`src/rtl/apsd_pkg.sv`:
```
`timescale 1ns / 1ps
// Shared types, constants and sample conversion for the ADC packet deframer.
package apsd_pkg;

    localparam int PACKET_WORDS_DEF       = 221;
    localparam int HEADER_WORDS_DEF       = 21;
    localparam int SAMPLES_PER_PACKET_DEF = 200;

    localparam int WORD_W    = 16;
    localparam int POS_W     = 8;
    localparam int LANE_W    = 2;
    localparam int ADC_W     = 8;
    localparam int CHANNEL_W = ADC_W + LANE_W;
    localparam int SAMPLE_W  = 13;
    localparam int INDEX_W   = 6;
    localparam int LANES     = 4;

    // header word positions
    localparam logic [POS_W-1:0] POS_PACKET_ID = 8'd2;
    localparam logic [POS_W-1:0] POS_FRAME_ID  = 8'd4;
    localparam logic [POS_W-1:0] POS_ADC_ID    = 8'd19;

    localparam logic [11:0]         OFFSET_FLIP = 12'h800;
    localparam logic [SAMPLE_W-1:0] FULL_SCALE  = 13'd4096;

    typedef struct packed {
        logic [WORD_W-1:0]  word;
        logic [LANE_W-1:0]  lane;
        logic [INDEX_W-1:0] sample_index;
        logic               end_of_packet;
        logic [ADC_W-1:0]   adc_id;
        logic [WORD_W-1:0]  frame_id;
        logic [WORD_W-1:0]  packet_id;
    } apsd_slot_t;

    // byte swap, keep the upper 12 bits, flip two's complement <-> offset binary
    function automatic logic [11:0] convert_word(input logic [WORD_W-1:0] w);
        logic [11:0] raw12;
        raw12 = {w[7:0], w[15:12]};
        return raw12 ^ OFFSET_FLIP;
    endfunction

endpackage

```
`src/rtl/apsd_if.sv`:
```
`timescale 1ns / 1ps
// Channel interfaces: raw word input, sample output, configuration write.
interface apsd_word_if;
    logic                        valid;
    logic                        ready;
    logic [apsd_pkg::WORD_W-1:0] word;
    logic                        last_of_bank;

    modport source (output valid, output word, output last_of_bank, input ready);
    modport sink   (input valid, input word, input last_of_bank, output ready);
endinterface

interface apsd_sample_if;
    logic                           valid;
    logic                           ready;
    logic [apsd_pkg::CHANNEL_W-1:0] channel;
    logic [apsd_pkg::SAMPLE_W-1:0]  sample;
    logic [apsd_pkg::INDEX_W-1:0]   sample_index;
    logic [apsd_pkg::WORD_W-1:0]    frame_id;
    logic [apsd_pkg::WORD_W-1:0]    packet_id;
    logic                           end_of_packet;

    modport source (output valid, output channel, output sample, output sample_index,
                    output frame_id, output packet_id, output end_of_packet, input ready);
    modport sink   (input valid, input channel, input sample, input sample_index,
                    input frame_id, input packet_id, input end_of_packet, output ready);
endinterface

interface apsd_cfg_if;
    logic                       valid;
    logic                       ready;
    logic [apsd_pkg::LANES-1:0] data;

    modport source (output valid, output data, input ready);
    modport sink   (input valid, input data, output ready);
endinterface

```
`src/rtl/adc_packet_sample_deframer.sv`:
```
`timescale 1ns / 1ps
// Top level of the ADC packet sample deframer.
//
//  channel   dir   payload                                          handshake
//  words     in    word, last_of_bank                               valid/ready
//  samples   out   channel, sample, sample_index, frame_id,         valid/ready
//                  packet_id, end_of_packet
//  cfg       in    data (invert_mask)                               valid/ready
//
// One word per cycle unless the output stalls; a taken word passes the slot register,
// then the result register, before its sample comes out. Header words give no result.
// Reset clears position and header state, invert_mask comes up as 5.
// A stalled result holds the slot register; words stall only when both are full.
module adc_packet_sample_deframer #(
    parameter int PACKET_WORDS       = apsd_pkg::PACKET_WORDS_DEF,
    parameter int HEADER_WORDS       = apsd_pkg::HEADER_WORDS_DEF,
    parameter int SAMPLES_PER_PACKET = apsd_pkg::SAMPLES_PER_PACKET_DEF
) (
    input  logic          clk,
    input  logic          rst_n,
    apsd_word_if.sink     words,
    apsd_sample_if.source samples,
    apsd_cfg_if.sink      cfg
);

    logic                 slot_valid;
    logic                 slot_ready;
    apsd_pkg::apsd_slot_t slot;

    apsd_framer #(
        .PACKET_WORDS       (PACKET_WORDS),
        .HEADER_WORDS       (HEADER_WORDS),
        .SAMPLES_PER_PACKET (SAMPLES_PER_PACKET)
    ) u_framer (
        .clk        (clk),
        .rst_n      (rst_n),
        .words      (words),
        .slot_valid (slot_valid),
        .slot       (slot),
        .slot_ready (slot_ready)
    );

    apsd_convert u_convert (
        .clk        (clk),
        .rst_n      (rst_n),
        .slot_valid (slot_valid),
        .slot       (slot),
        .slot_ready (slot_ready),
        .cfg        (cfg),
        .samples    (samples)
    );

endmodule

```
`src/rtl/apsd_framer.sv`:
```
`timescale 1ns / 1ps
// Packet position tracking, header capture and sample slot register.
module apsd_framer #(
    parameter int PACKET_WORDS       = apsd_pkg::PACKET_WORDS_DEF,
    parameter int HEADER_WORDS       = apsd_pkg::HEADER_WORDS_DEF,
    parameter int SAMPLES_PER_PACKET = apsd_pkg::SAMPLES_PER_PACKET_DEF
) (
    input  logic                 clk,
    input  logic                 rst_n,
    apsd_word_if.sink            words,
    output logic                 slot_valid,
    output apsd_pkg::apsd_slot_t slot,
    input  logic                 slot_ready
);

    localparam int SAMPLE_END_RAW = HEADER_WORDS + SAMPLES_PER_PACKET;
    localparam int SAMPLE_END     = (SAMPLE_END_RAW > PACKET_WORDS) ? PACKET_WORDS
                                                                    : SAMPLE_END_RAW;
    localparam logic [apsd_pkg::POS_W-1:0] HDR_END  = apsd_pkg::POS_W'(HEADER_WORDS);
    localparam logic [apsd_pkg::POS_W-1:0] SMP_END  = apsd_pkg::POS_W'(SAMPLE_END);
    localparam logic [apsd_pkg::POS_W-1:0] SMP_LAST = apsd_pkg::POS_W'(SAMPLE_END - 1);
    localparam logic [apsd_pkg::POS_W-1:0] PKT_LAST = apsd_pkg::POS_W'(PACKET_WORDS - 1);
    localparam logic [apsd_pkg::INDEX_W-1:0] LAST_INDEX =
        apsd_pkg::INDEX_W'((SAMPLE_END - 1 - HEADER_WORDS) / 4);

    logic [apsd_pkg::POS_W-1:0]  word_position_reg, word_position_next;
    logic [apsd_pkg::ADC_W-1:0]  adc_id_reg, adc_id_next;
    logic [apsd_pkg::WORD_W-1:0] frame_id_reg, frame_id_next;
    logic [apsd_pkg::WORD_W-1:0] packet_id_reg, packet_id_next;
    logic                        slot_valid_reg, slot_valid_next;
    apsd_pkg::apsd_slot_t        slot_reg, slot_next;

    logic                        accept;
    logic                        in_header;
    logic                        in_samples;
    logic [apsd_pkg::POS_W-1:0]  sample_offset;

    assign words.ready = !slot_valid_reg || slot_ready;
    assign accept      = words.valid && words.ready;

    assign in_header     = word_position_reg < HDR_END;
    assign in_samples    = !in_header && (word_position_reg < SMP_END);
    assign sample_offset = word_position_reg - HDR_END;

    always_comb
    begin
        word_position_next = word_position_reg;
        adc_id_next        = adc_id_reg;
        frame_id_next      = frame_id_reg;
        packet_id_next     = packet_id_reg;
        slot_valid_next    = slot_valid_reg;
        slot_next          = slot_reg;

        if (slot_ready)
        begin
            slot_valid_next = 1'b0;
        end

        if (accept)
        begin
            if (in_header)
            begin
                unique case (word_position_reg)
                    apsd_pkg::POS_PACKET_ID:
                    begin
                        packet_id_next = words.word;
                    end
                    apsd_pkg::POS_FRAME_ID:
                    begin
                        frame_id_next = words.word;
                    end
                    apsd_pkg::POS_ADC_ID:
                    begin
                        adc_id_next = words.word[15:8];
                    end
                    default:
                    begin
                    end
                endcase
            end

            slot_valid_next         = in_samples;
            slot_next.word          = words.word;
            slot_next.lane          = sample_offset[1:0];
            slot_next.sample_index  = sample_offset[7:2];
            slot_next.end_of_packet = (word_position_reg == SMP_LAST);
            slot_next.adc_id        = adc_id_reg;
            slot_next.frame_id      = frame_id_reg;
            slot_next.packet_id     = packet_id_reg;

            if (words.last_of_bank || (word_position_reg == PKT_LAST))
            begin
                word_position_next = '0;
            end
            else
            begin
                word_position_next = word_position_reg + 1'b1;
            end
        end
    end

    always_ff @(posedge clk or negedge rst_n)
    begin
        if (!rst_n)
        begin
            word_position_reg <= '0;
            adc_id_reg        <= '0;
            frame_id_reg      <= '0;
            packet_id_reg     <= '0;
            slot_valid_reg    <= 1'b0;
        end
        else
        begin
            word_position_reg <= word_position_next;
            adc_id_reg        <= adc_id_next;
            frame_id_reg      <= frame_id_next;
            packet_id_reg     <= packet_id_next;
            slot_valid_reg    <= slot_valid_next;
        end
    end

    always_ff @(posedge clk)
    begin
        slot_reg <= slot_next;
    end

    assign slot_valid = slot_valid_reg;
    assign slot       = slot_reg;

    a_pos_in_packet: assert property (@(posedge clk) disable iff (!rst_n)
        word_position_reg <= PKT_LAST)
        else $error("word position ran past the packet");

    a_bank_end_wraps: assert property (@(posedge clk) disable iff (!rst_n)
        (accept && words.last_of_bank) |=> (word_position_reg == '0))
        else $error("position not cleared after bank end");

    a_eop_index: assert property (@(posedge clk) disable iff (!rst_n)
        (slot_valid_reg && slot_reg.end_of_packet) |-> (slot_reg.sample_index == LAST_INDEX))
        else $error("end of packet on wrong sample index");

endmodule

```
`src/rtl/apsd_convert.sv`:
```
`timescale 1ns / 1ps
// Sample conversion, lane polarity inversion and result register.
module apsd_convert (
    input  logic                 clk,
    input  logic                 rst_n,
    input  logic                 slot_valid,
    input  apsd_pkg::apsd_slot_t slot,
    output logic                 slot_ready,
    apsd_cfg_if.sink             cfg,
    apsd_sample_if.source        samples
);

    logic [apsd_pkg::LANES-1:0]     invert_mask_reg, invert_mask_next;
    logic                           out_valid_reg, out_valid_next;
    logic [apsd_pkg::CHANNEL_W-1:0] channel_reg, channel_next;
    logic [apsd_pkg::SAMPLE_W-1:0]  sample_reg, sample_next;
    logic [apsd_pkg::INDEX_W-1:0]   index_reg, index_next;
    logic [apsd_pkg::WORD_W-1:0]    frame_reg, frame_next;
    logic [apsd_pkg::WORD_W-1:0]    packet_reg, packet_next;
    logic                           eop_reg, eop_next;

    logic [11:0]                    converted;
    logic                           load;

    assign cfg.ready  = 1'b1;
    assign slot_ready = !out_valid_reg || samples.ready;
    assign load       = slot_valid && slot_ready;
    assign converted  = apsd_pkg::convert_word(slot.word);

    always_comb
    begin
        invert_mask_next = invert_mask_reg;
        out_valid_next   = out_valid_reg;
        channel_next     = channel_reg;
        sample_next      = sample_reg;
        index_next       = index_reg;
        frame_next       = frame_reg;
        packet_next      = packet_reg;
        eop_next         = eop_reg;

        if (cfg.valid)
        begin
            invert_mask_next = cfg.data;
        end

        if (samples.ready)
        begin
            out_valid_next = 1'b0;
        end

        if (load)
        begin
            out_valid_next = 1'b1;
            channel_next   = {slot.adc_id, slot.lane};
            if (invert_mask_reg[slot.lane])
            begin
                sample_next = apsd_pkg::FULL_SCALE - {1'b0, converted};
            end
            else
            begin
                sample_next = {1'b0, converted};
            end
            index_next  = slot.sample_index;
            frame_next  = slot.frame_id;
            packet_next = slot.packet_id;
            eop_next    = slot.end_of_packet;
        end
    end

    always_ff @(posedge clk or negedge rst_n)
    begin
        if (!rst_n)
        begin
            invert_mask_reg <= 4'd5;
            out_valid_reg   <= 1'b0;
        end
        else
        begin
            invert_mask_reg <= invert_mask_next;
            out_valid_reg   <= out_valid_next;
        end
    end

    always_ff @(posedge clk)
    begin
        channel_reg <= channel_next;
        sample_reg  <= sample_next;
        index_reg   <= index_next;
        frame_reg   <= frame_next;
        packet_reg  <= packet_next;
        eop_reg     <= eop_next;
    end

    assign samples.valid         = out_valid_reg;
    assign samples.channel       = channel_reg;
    assign samples.sample        = sample_reg;
    assign samples.sample_index  = index_reg;
    assign samples.frame_id      = frame_reg;
    assign samples.packet_id     = packet_reg;
    assign samples.end_of_packet = eop_reg;

    a_sample_range: assert property (@(posedge clk) disable iff (!rst_n)
        out_valid_reg |-> (sample_reg <= apsd_pkg::FULL_SCALE))
        else $error("sample out of range");

    a_load_shows: assert property (@(posedge clk) disable iff (!rst_n)
        load |=> out_valid_reg)
        else $error("loaded sample not presented");

    a_slot_wait: assert property (@(posedge clk) disable iff (!rst_n)
        (out_valid_reg && !samples.ready) |-> !slot_ready)
        else $error("slot taken while result is stalled");

endmodule

```
`src/flat_wrapper.sv`:
```
// flat-port wrapper written by rule: the top's interface ports become plain ports
module adc_packet_sample_deframer_flat 
#(
    parameter int PACKET_WORDS       = apsd_pkg::PACKET_WORDS_DEF,
    parameter int HEADER_WORDS       = apsd_pkg::HEADER_WORDS_DEF,
    parameter int SAMPLES_PER_PACKET = apsd_pkg::SAMPLES_PER_PACKET_DEF
)
  (clk, rst_n, words_valid, words_word, words_last_of_bank, words_ready, samples_valid, samples_channel, samples_sample, samples_sample_index, samples_frame_id, samples_packet_id, samples_end_of_packet, samples_ready, cfg_valid, cfg_data, cfg_ready);
  apsd_word_if words_i ();
  apsd_sample_if samples_i ();
  apsd_cfg_if cfg_i ();
  input  logic clk;
  input  logic rst_n;
  input wire logic [$bits(words_i.valid)-1:0] words_valid;
  input wire logic [$bits(words_i.word)-1:0] words_word;
  input wire logic [$bits(words_i.last_of_bank)-1:0] words_last_of_bank;
  output wire logic [$bits(words_i.ready)-1:0] words_ready;
  output wire logic [$bits(samples_i.valid)-1:0] samples_valid;
  output wire logic [$bits(samples_i.channel)-1:0] samples_channel;
  output wire logic [$bits(samples_i.sample)-1:0] samples_sample;
  output wire logic [$bits(samples_i.sample_index)-1:0] samples_sample_index;
  output wire logic [$bits(samples_i.frame_id)-1:0] samples_frame_id;
  output wire logic [$bits(samples_i.packet_id)-1:0] samples_packet_id;
  output wire logic [$bits(samples_i.end_of_packet)-1:0] samples_end_of_packet;
  input wire logic [$bits(samples_i.ready)-1:0] samples_ready;
  input wire logic [$bits(cfg_i.valid)-1:0] cfg_valid;
  input wire logic [$bits(cfg_i.data)-1:0] cfg_data;
  output wire logic [$bits(cfg_i.ready)-1:0] cfg_ready;
  assign words_i.valid = words_valid;
  assign words_i.word = words_word;
  assign words_i.last_of_bank = words_last_of_bank;
  assign words_ready = words_i.ready;
  assign samples_valid = samples_i.valid;
  assign samples_channel = samples_i.channel;
  assign samples_sample = samples_i.sample;
  assign samples_sample_index = samples_i.sample_index;
  assign samples_frame_id = samples_i.frame_id;
  assign samples_packet_id = samples_i.packet_id;
  assign samples_end_of_packet = samples_i.end_of_packet;
  assign samples_i.ready = samples_ready;
  assign cfg_i.valid = cfg_valid;
  assign cfg_i.data = cfg_data;
  assign cfg_ready = cfg_i.ready;
  adc_packet_sample_deframer #(.PACKET_WORDS(PACKET_WORDS), .HEADER_WORDS(HEADER_WORDS), .SAMPLES_PER_PACKET(SAMPLES_PER_PACKET)) u_core (.clk(clk), .rst_n(rst_n), .words(words_i), .samples(samples_i), .cfg(cfg_i));
endmodule
```
`config.mk`:
```
export PLATFORM = sky130hd
export DESIGN_NAME = adc_packet_sample_deframer_flat
export DESIGN_NICKNAME = d
export VERILOG_FILES = /design/src/rtl/apsd_pkg.sv /design/src/rtl/apsd_if.sv /design/src/rtl/adc_packet_sample_deframer.sv /design/src/rtl/apsd_framer.sv /design/src/rtl/apsd_convert.sv /design/src/flat_wrapper.sv
export SDC_FILE = /design/constraint.sdc
export NUM_CORES = 1
export LEC_CHECK = 0
export BUFFER_PORTS_ARGS = -buffer_cell sky130_fd_sc_hd__buf_4
export CAP_MARGIN = 20
export CELL_PAD_IN_SITES_DETAIL_PLACEMENT = 1
export CELL_PAD_IN_SITES_GLOBAL_PLACEMENT = 1
export CORE_UTILIZATION = 43
export DETAILED_ROUTE_END_ITERATION = 8
export GPL_TIMING_DRIVEN = 0
export MAX_ROUTING_LAYER = met4
export PLACE_DENSITY_LB_ADDON = 0.1
export SLEW_MARGIN = 20
export SYNTH_ARGS = -nofsm -noshare
export SYNTH_HDL_FRONTEND = slang
export SYNTH_SLANG_ARGS = --single-unit
```
`constraint.sdc`:
```
create_clock -name clk -period 2.91 [get_ports clk]
set_input_delay 0.873 -clock clk [delete_from_list [all_inputs] [get_ports clk]]
set_output_delay 0.873 -clock clk [all_outputs]
set_load 0.1 [all_outputs]
```
* Word-level counts from Yosys, hierarchy flattened
Cells that the tools add are included.
Cells by class: $lt $le $gt $ge 3, equality and inequality tests 4, mux-type cells 8, bitwise operators 1, add/subtract/negate cells 3, reductions and logical operators 14
Operator list (count):
- subtractor 13 x 12 -> 13 bit (first input constant) | 1
- 2-to-1 mux 12 bit | 1
- AND reduction 3 bit | 3
- adder 8 x 1 -> 8 bit (second input constant) | 1
- equality test 8 x 2 -> 1 bit (second input constant) | 1
- equality test 8 x 3 -> 1 bit (second input constant) | 1
- equality test 8 x 5 -> 1 bit (second input constant) | 1
- equality test 8 bit (second input constant) | 1
- < comparator 8 x 5 -> 1 bit (second input constant) | 1
- < comparator 8 bit (second input constant) | 1
- 2-to-1 mux 8 bit | 1
- subtractor 8 x 5 -> 8 bit (second input constant) | 1
- 2-to-1 mux 1 bit | 5
- nonzero test 2 bit | 2
- logical AND 1 bit | 3
- logical NOT 1 bit | 3
- logical OR 1 bit | 3
- < comparator 2 x 3 -> 1 bit (second input constant) | 1
- binary-select mux 1 bit (select 2 bit) | 1
- inverter 1 bit | 1
Storage, ports and cells: input port bits 26, bits in registers 181, logic and storage cells 54

* Logic depth before layout (Yosys ltp)
depth after elaboration 5, depth in mapped cells 7

* Hierarchy
From an unflattened synthesis, not the netlist that was laid out.
Second synthesis, totals: cells, all modules 343, area, all modules 6576.3 um^2
Modules (own cells, without submodules):
- apsd_framer | cells an instance 233, times used 1, seq. area each 3178.0 um^2, area an instance 4211.5 um^2
- apsd_convert | cells an instance 110, times used 1, seq. area each 1989.4 um^2, area an instance 2364.8 um^2

* Least setup slack after synthesis
OpenSTA, ideal clock, no wires.
path type register to register, from reg u_core.u_convert.out_valid_reg, in the netlist u_core.u_convert.samples.valid, to reg u_core.u_framer.frame_id_reg[10] in the netlist's numbering, path buffers 1, library setup time 125 ps, stages on the path, launching flop included 7, data arrival time 4766 ps, setup slack -1981 ps, clock period less this slack 4891 ps, cell sequence dfrtp_1 -> nand3b_1 -> nand2_1 -> clkinv_1 -> nand3_2 -> buf_2 -> mux2_2
On the way: longest elaborated chain between the ends 5
Ends and longest elaborated chain:
- from (decl) | RTL line apsd_convert.sv:14 | logic out_valid_reg, out_valid_next;
- from (signal assigned) | RTL line apsd_convert.sv:80 | out_valid_reg <= out_valid_next;
- logical NOT 1 bit | RTL line apsd_convert.sv:26 | assign slot_ready = !out_valid_reg || samples.ready;
- logical OR 1 bit | RTL line apsd_convert.sv:26
- logical OR 1 bit | RTL line apsd_framer.sv:38 | assign words.ready = !slot_valid_reg || slot_ready;
- via words_ready | RTL line flat_wrapper.sv:17 | output wire logic [$bits(words_i.ready)-1:0] words_ready;
- logical AND 1 bit | RTL line apsd_framer.sv:39 | assign accept = words.valid && words.ready;
- via u_core.u_framer.accept | RTL line apsd_framer.sv:33 | logic accept;
- AND reduction 3 bit (no source line)
- to (signal assigned) | RTL line apsd_framer.sv:116 | frame_id_reg <= frame_id_next;
- to (decl) | RTL line apsd_framer.sv:28 | logic [apsd_pkg::WORD_W-1:0] frame_id_reg, frame_id_next;
The timed path passes the listed nets, and every way through them passes these cells. A chain may end at the register's enable or synchronous reset.

* Final worst setup path
from in samples_ready, to out words_ready
On the way: longest elaborated chain between the ends 2
Ends and longest elaborated chain:
- from (decl) | RTL line flat_wrapper.sv:25 | input wire logic [$bits(samples_i.ready)-1:0] samples_ready;
- logical OR 1 bit | RTL line apsd_convert.sv:26
- logical OR 1 bit | RTL line apsd_framer.sv:38
- to (decl) | RTL line flat_wrapper.sv:17
No other way between the ends.

==> results by stage <==
Critical path:
- The data arrival time of the critical path is 1450 ps.
- The cell family contributing the most delay on the critical path is buffers and inverters.
- The cell seen most often among critical-path stages is sky130_fd_sc_hd__buf_4.
- The data required time of the critical path is between 2000 and 2500 ps.
- The number of buffers and inverters on the critical path is 2.
- In this design, the stage delay of the slowest critical-path cell is 270 ps.
- Of all nets on the critical path, the largest fanout is 3.
- The critical path goes through buf_4 -> nand3b_1 -> buf_4.
- STA classifies the critical path startpoint as an input pin.
- The critical-path cell with the highest stage delay is sky130_fd_sc_hd__buf_4.
- The type of element capturing the critical path is an output pin.
- The worst setup path is of the in -> out kind.

Yosys:
- The portion of the post-synthesis area used by sequential elements is 79.3%.
- The number of flops mapped to enable cells by yosys is 123.
- Of the post-synthesis cell area, the part taken by muxes is 8.14%.
- The dominant synthesized flop cell is sky130_fd_sc_hd__edfxtp_1.
- The proportion of register bits with asynchronous set or reset after synthesis is a little under a third.
- The number of distinct library cells after synthesis is 43.
- The average cell area after synthesis is 18.3 um2.
- The xor/xnor share of the synthesized area is under 10%.
- The basic-gate share of the synthesized area counting and, or, nand and nor cells is 5.39%.
- Summing the areas of all compound-gate instances in the mapped netlist gives under 10% of the synthesized area.
- The synthesized design contains 177 register bits.
- During synthesis, Yosys emitted a total of 0 warnings.
- The mapped cell area is between 6000 and 7000 um2.
- Synthesis produced a netlist whose cell count is approximately 350.
- When the netlist entered floorplanning its net count stood at ~380.
- By area, the combinational part of the netlist is dominated by multiplexers.
- The adder-cell share of the synthesized area is 0.787%.

Final layout:
- At the end of the flow the core is filled with cells to between 50% and 60%.
- From synthesis to final layout, the design area changed by 25.0%.
- For this run, the post-layout net count is ~490.
- 0 antenna diodes ended up in the layout.
- For this run, the number of standard cells in the final layout without fillers is roughly 650.
- The post-route netlist has 38.9% of its cells at a drive strength greater than 1.
- The number of filler instances in the final layout is roughly 1300.
- The flip-flop count of the largest register after layout is around 60.

Power and ir drop:
- The analysis attributes to cell leakage a power of around 3.2 nW.
- The net switching power is 0.00128 W.
- VDD sags by at most 0.457 mV.
- The power density of the placed cells is 758 nW/um2.
- Registers are responsible for between 50% and 60% of the overall power.
- The fraction of power spent switching nets is between 20% and 30%.
- The internal power of the cells totals 0.00475 W.
- The clock network fraction of design power is 34.7%.
- The share of total power dissipated in combinational logic is 9.0%.

Clocking:
- The number of sinks handled by clock tree synthesis is 177.
- TritonCTS built the clock tree.
- The number of clock buffers inserted by TritonCTS is 17.
- The post-cts resize count is 0.
- Buffers added to address setup during post-CTS repair amount to 0.
- The clock transition time at the flip-flop clock pins of the worst setup and hold paths is roughly 60 ps.
- The master cell of the clock root buffer is sky130_fd_sc_hd__clkbuf_16.
- No sink is reached through more buffers than the 2 on the longest clock path.
- The later-pin clock latency in the skew report is about 420 ps.
- The H-tree level count is 4.
- The quantity of hold-fixing buffers added after cts is 0.

GRT:
- The maximum number of pins on one net before global-route repair is 69.
- The number of antenna violations at the first check in global routing is 0.
- In the global route stage, overall resource usage came out at 16.7%.
- The via count of the first global-routing pass is approximately 3400.
- The wire length of the first global-routing pass is ~18 mm.
- The leftover overflow at the end of global routing is 0.

Detailed routing:
- After detailed routing, the number of remaining DRC violations is 0.
- The post-detailed-route wirelength per cell is 17.4 um.
- Once detail routing completed, the nets flagged for antenna violations numbered 0.
- The number of iterations in the first detailed-routing pass is 6.
- After detailed routing, the total wire length is 11.4 mm.
- The total number of vias is between 3000 and 4000.
- The mean number of vias per cell is 4.98.
- In this run, the number of DRC markers left after iteration 0 of detailed routing was 173.

Die:
- The total I/O pin count is 91.
- The overall die width is around 120 um.
- Once the floorplan was initialized, standard cells occupied 43.9% of the core.
- The area of the die is about 15000 um2.
- The core outline area is between 10000 and 15000 um2.
- The number of rows created at floorplan is 44.
- The die is ~120 um tall.

Timing:
- The total count of max-transition violations in the final report is 0.
- Setup slack closes at 582 ps.
- Headroom to the max-slew limit came out at 50.6%.
- The number of failing hold endpoints at the final stage is 0.
- Setup repair after global routing left no endpoint under its margin.
- At the pin with the least slew margin, the transition time is 741 ps.
- Based on the critical path, the design can be clocked at up to 0.430 GHz.
- On the final layout, the worst clock skew is 9.53 ps.
- The worst path in the final design needs a cycle of between 2000 and 2500 ps, including I/O delays and setup.
- The total of endpoints with negative setup slack in the final report is 0.
- The ratio of final minimum period to clock period is 80.0%.

Place:
- The count of buffers added on input and output ports is roughly 90.
- The placed cell count is approximately 620.
- The worst slack at placement is between 200 and 250 ps.
- The HPWL reported at the end of detailed placement is 7.56 mm.
- The global placement routability congestion is 0.836.

Status:
- The run finished with clean final reports.

Job:
- The max-capacitance violation count is 0.

Worst hold path:
- The path class of the tightest hold or removal check is reg -> reg.
[cells in the mapped netlist, types with 4 or more instances]
library cell	number	area [um2]
sky130_fd_sc_hd__xnor2_1	12	105
sky130_fd_sc_hd__nand2_1	15	56.3
sky130_fd_sc_hd__o21ai_0	11	55.1
sky130_fd_sc_hd__inv_1	8	30.0
sky130_fd_sc_hd__mux2_2	44	495
sky130_fd_sc_hd__buf_2	7	35.0
sky130_fd_sc_hd__nor3_1	4	20.0
sky130_fd_sc_hd__dfrtp_1	52	1300
sky130_fd_sc_hd__nor2_1	6	22.5
sky130_fd_sc_hd__nand3_1	14	70.1
sky130_fd_sc_hd__ha_1	4	50.1
sky130_fd_sc_hd__edfxtp_1	123	3690
[final cells by class]
cell class              instances  area, um2  area share (%)
inverters                       9       46.3           0.582
flip-flops and latches        177       5050            63.5
multi-input cells             150       1310            16.4
clock buffers                  23        458            5.76
repair buffers                 90        688            8.65
well taps                     184        230            2.90
plain buffers                  12       88.8            1.12
clock inverters                 9       83.8            1.05
[worst paths after layout]
path,endpoint,slack [ps],start,cells after the start
worst min register to register,u_core.u_convert.samples.frame_id[0],420,u_core.u_framer.slot[16],0
worst min-delay path,u_core.u_convert.samples.frame_id[0],420,u_core.u_framer.slot[16],0
min in group asynchronous,u_core.u_framer.packet_id_reg[6],500,rst_n,1
worst max register to register,u_core.u_framer.frame_id_reg[7],600,u_core.u_framer.word_position_reg[0],6
max in group asynchronous,u_core.u_convert.samples.valid,1860,rst_n,1
worst max-delay path,words_ready,580,samples_ready,3
[per-stage QoR]
| stage | hold slack, ps | area (um2) | TNS, ps | total power [W] |
|---|---|---|---|---|
| global route | 423 | 7950 | 0 | 0.00626 |
| global placement | 401 | 7390 | -44490 | 0.00394 |
| finish | 417 | 7950 | 0 | 0.00603 |
| floorplan | 400 | 6490 | -9910 | 0.00380 |
| CTS | 419 | 7950 | 0 | 0.00609 |
| detailed placement | 405 | 7410 | 0 | 0.00399 |
[logic make-up after synthesis]
group | after synthesis
adder cells (fa/ha/maj) | 4
AND/OR/NAND/NOR | 60
multiplexers | 45
XOR/XNOR | 15
buffers and inverters | 21
other | 1
flip-flops | 177
AO/OA/AOI/OAI | 25
[power by group through the flow]
stage	combinational, W	sequential, W	clock (W)
after floorplan	0.000424	0.00337	0
after global placement	0.000523	0.00341	0
after detailed placement	0.000547	0.00345	0
after CTS	0.000552	0.00340	0.00214
after global routing	0.000593	0.00344	0.00223
final	0.000541	0.00340	0.00209
[per-layer routing]
metal	wire length, um	up-vias	part of all wire [%]	global-route usage [%]
li1	-	1520	-	-
met1	4980	1663	44	20.8
met2	5760	63	51	26.1
met3	436	14	3.8	4.35
met4	191	0	1.7	6.55
met5	0	-	0	-
[worst reg2reg max path: stages (launching register included)]
cell	delay (ps)
sky130_fd_sc_hd__dfrtp_1	460
sky130_fd_sc_hd__inv_1	140
sky130_fd_sc_hd__ha_1	280
sky130_fd_sc_hd__nor4bb_1	510
sky130_fd_sc_hd__nand3_4	240
sky130_fd_sc_hd__buf_8	240
sky130_fd_sc_hd__mux2_4	310
[placed cells by master (no fill, tap or decap), types with 3 or more instances in the layout]
cell type,synthesis,routed
sky130_fd_sc_hd__inv_1,8,8
sky130_fd_sc_hd__clkbuf_1,2,7
sky130_fd_sc_hd__nand3_1,14,14
sky130_fd_sc_hd__nor2_1,6,6
sky130_fd_sc_hd__nand2_1,15,14
sky130_fd_sc_hd__buf_2,7,5
sky130_fd_sc_hd__edfxtp_1,123,123
sky130_fd_sc_hd__mux2_4,0,20
sky130_fd_sc_hd__clkbuf_16,0,17
sky130_fd_sc_hd__or4_1,3,3
sky130_fd_sc_hd__o31ai_1,3,3
sky130_fd_sc_hd__buf_4,2,91
sky130_fd_sc_hd__xnor2_1,12,12
sky130_fd_sc_hd__xor2_1,3,3
sky130_fd_sc_hd__mux2_2,44,24
sky130_fd_sc_hd__o21ai_0,11,11
sky130_fd_sc_hd__ha_1,4,4
sky130_fd_sc_hd__dfrtp_1,52,51
sky130_fd_sc_hd__nor3_1,4,4
sky130_fd_sc_hd__nand2b_1,3,3
Power figures use the tool's default switching activity.
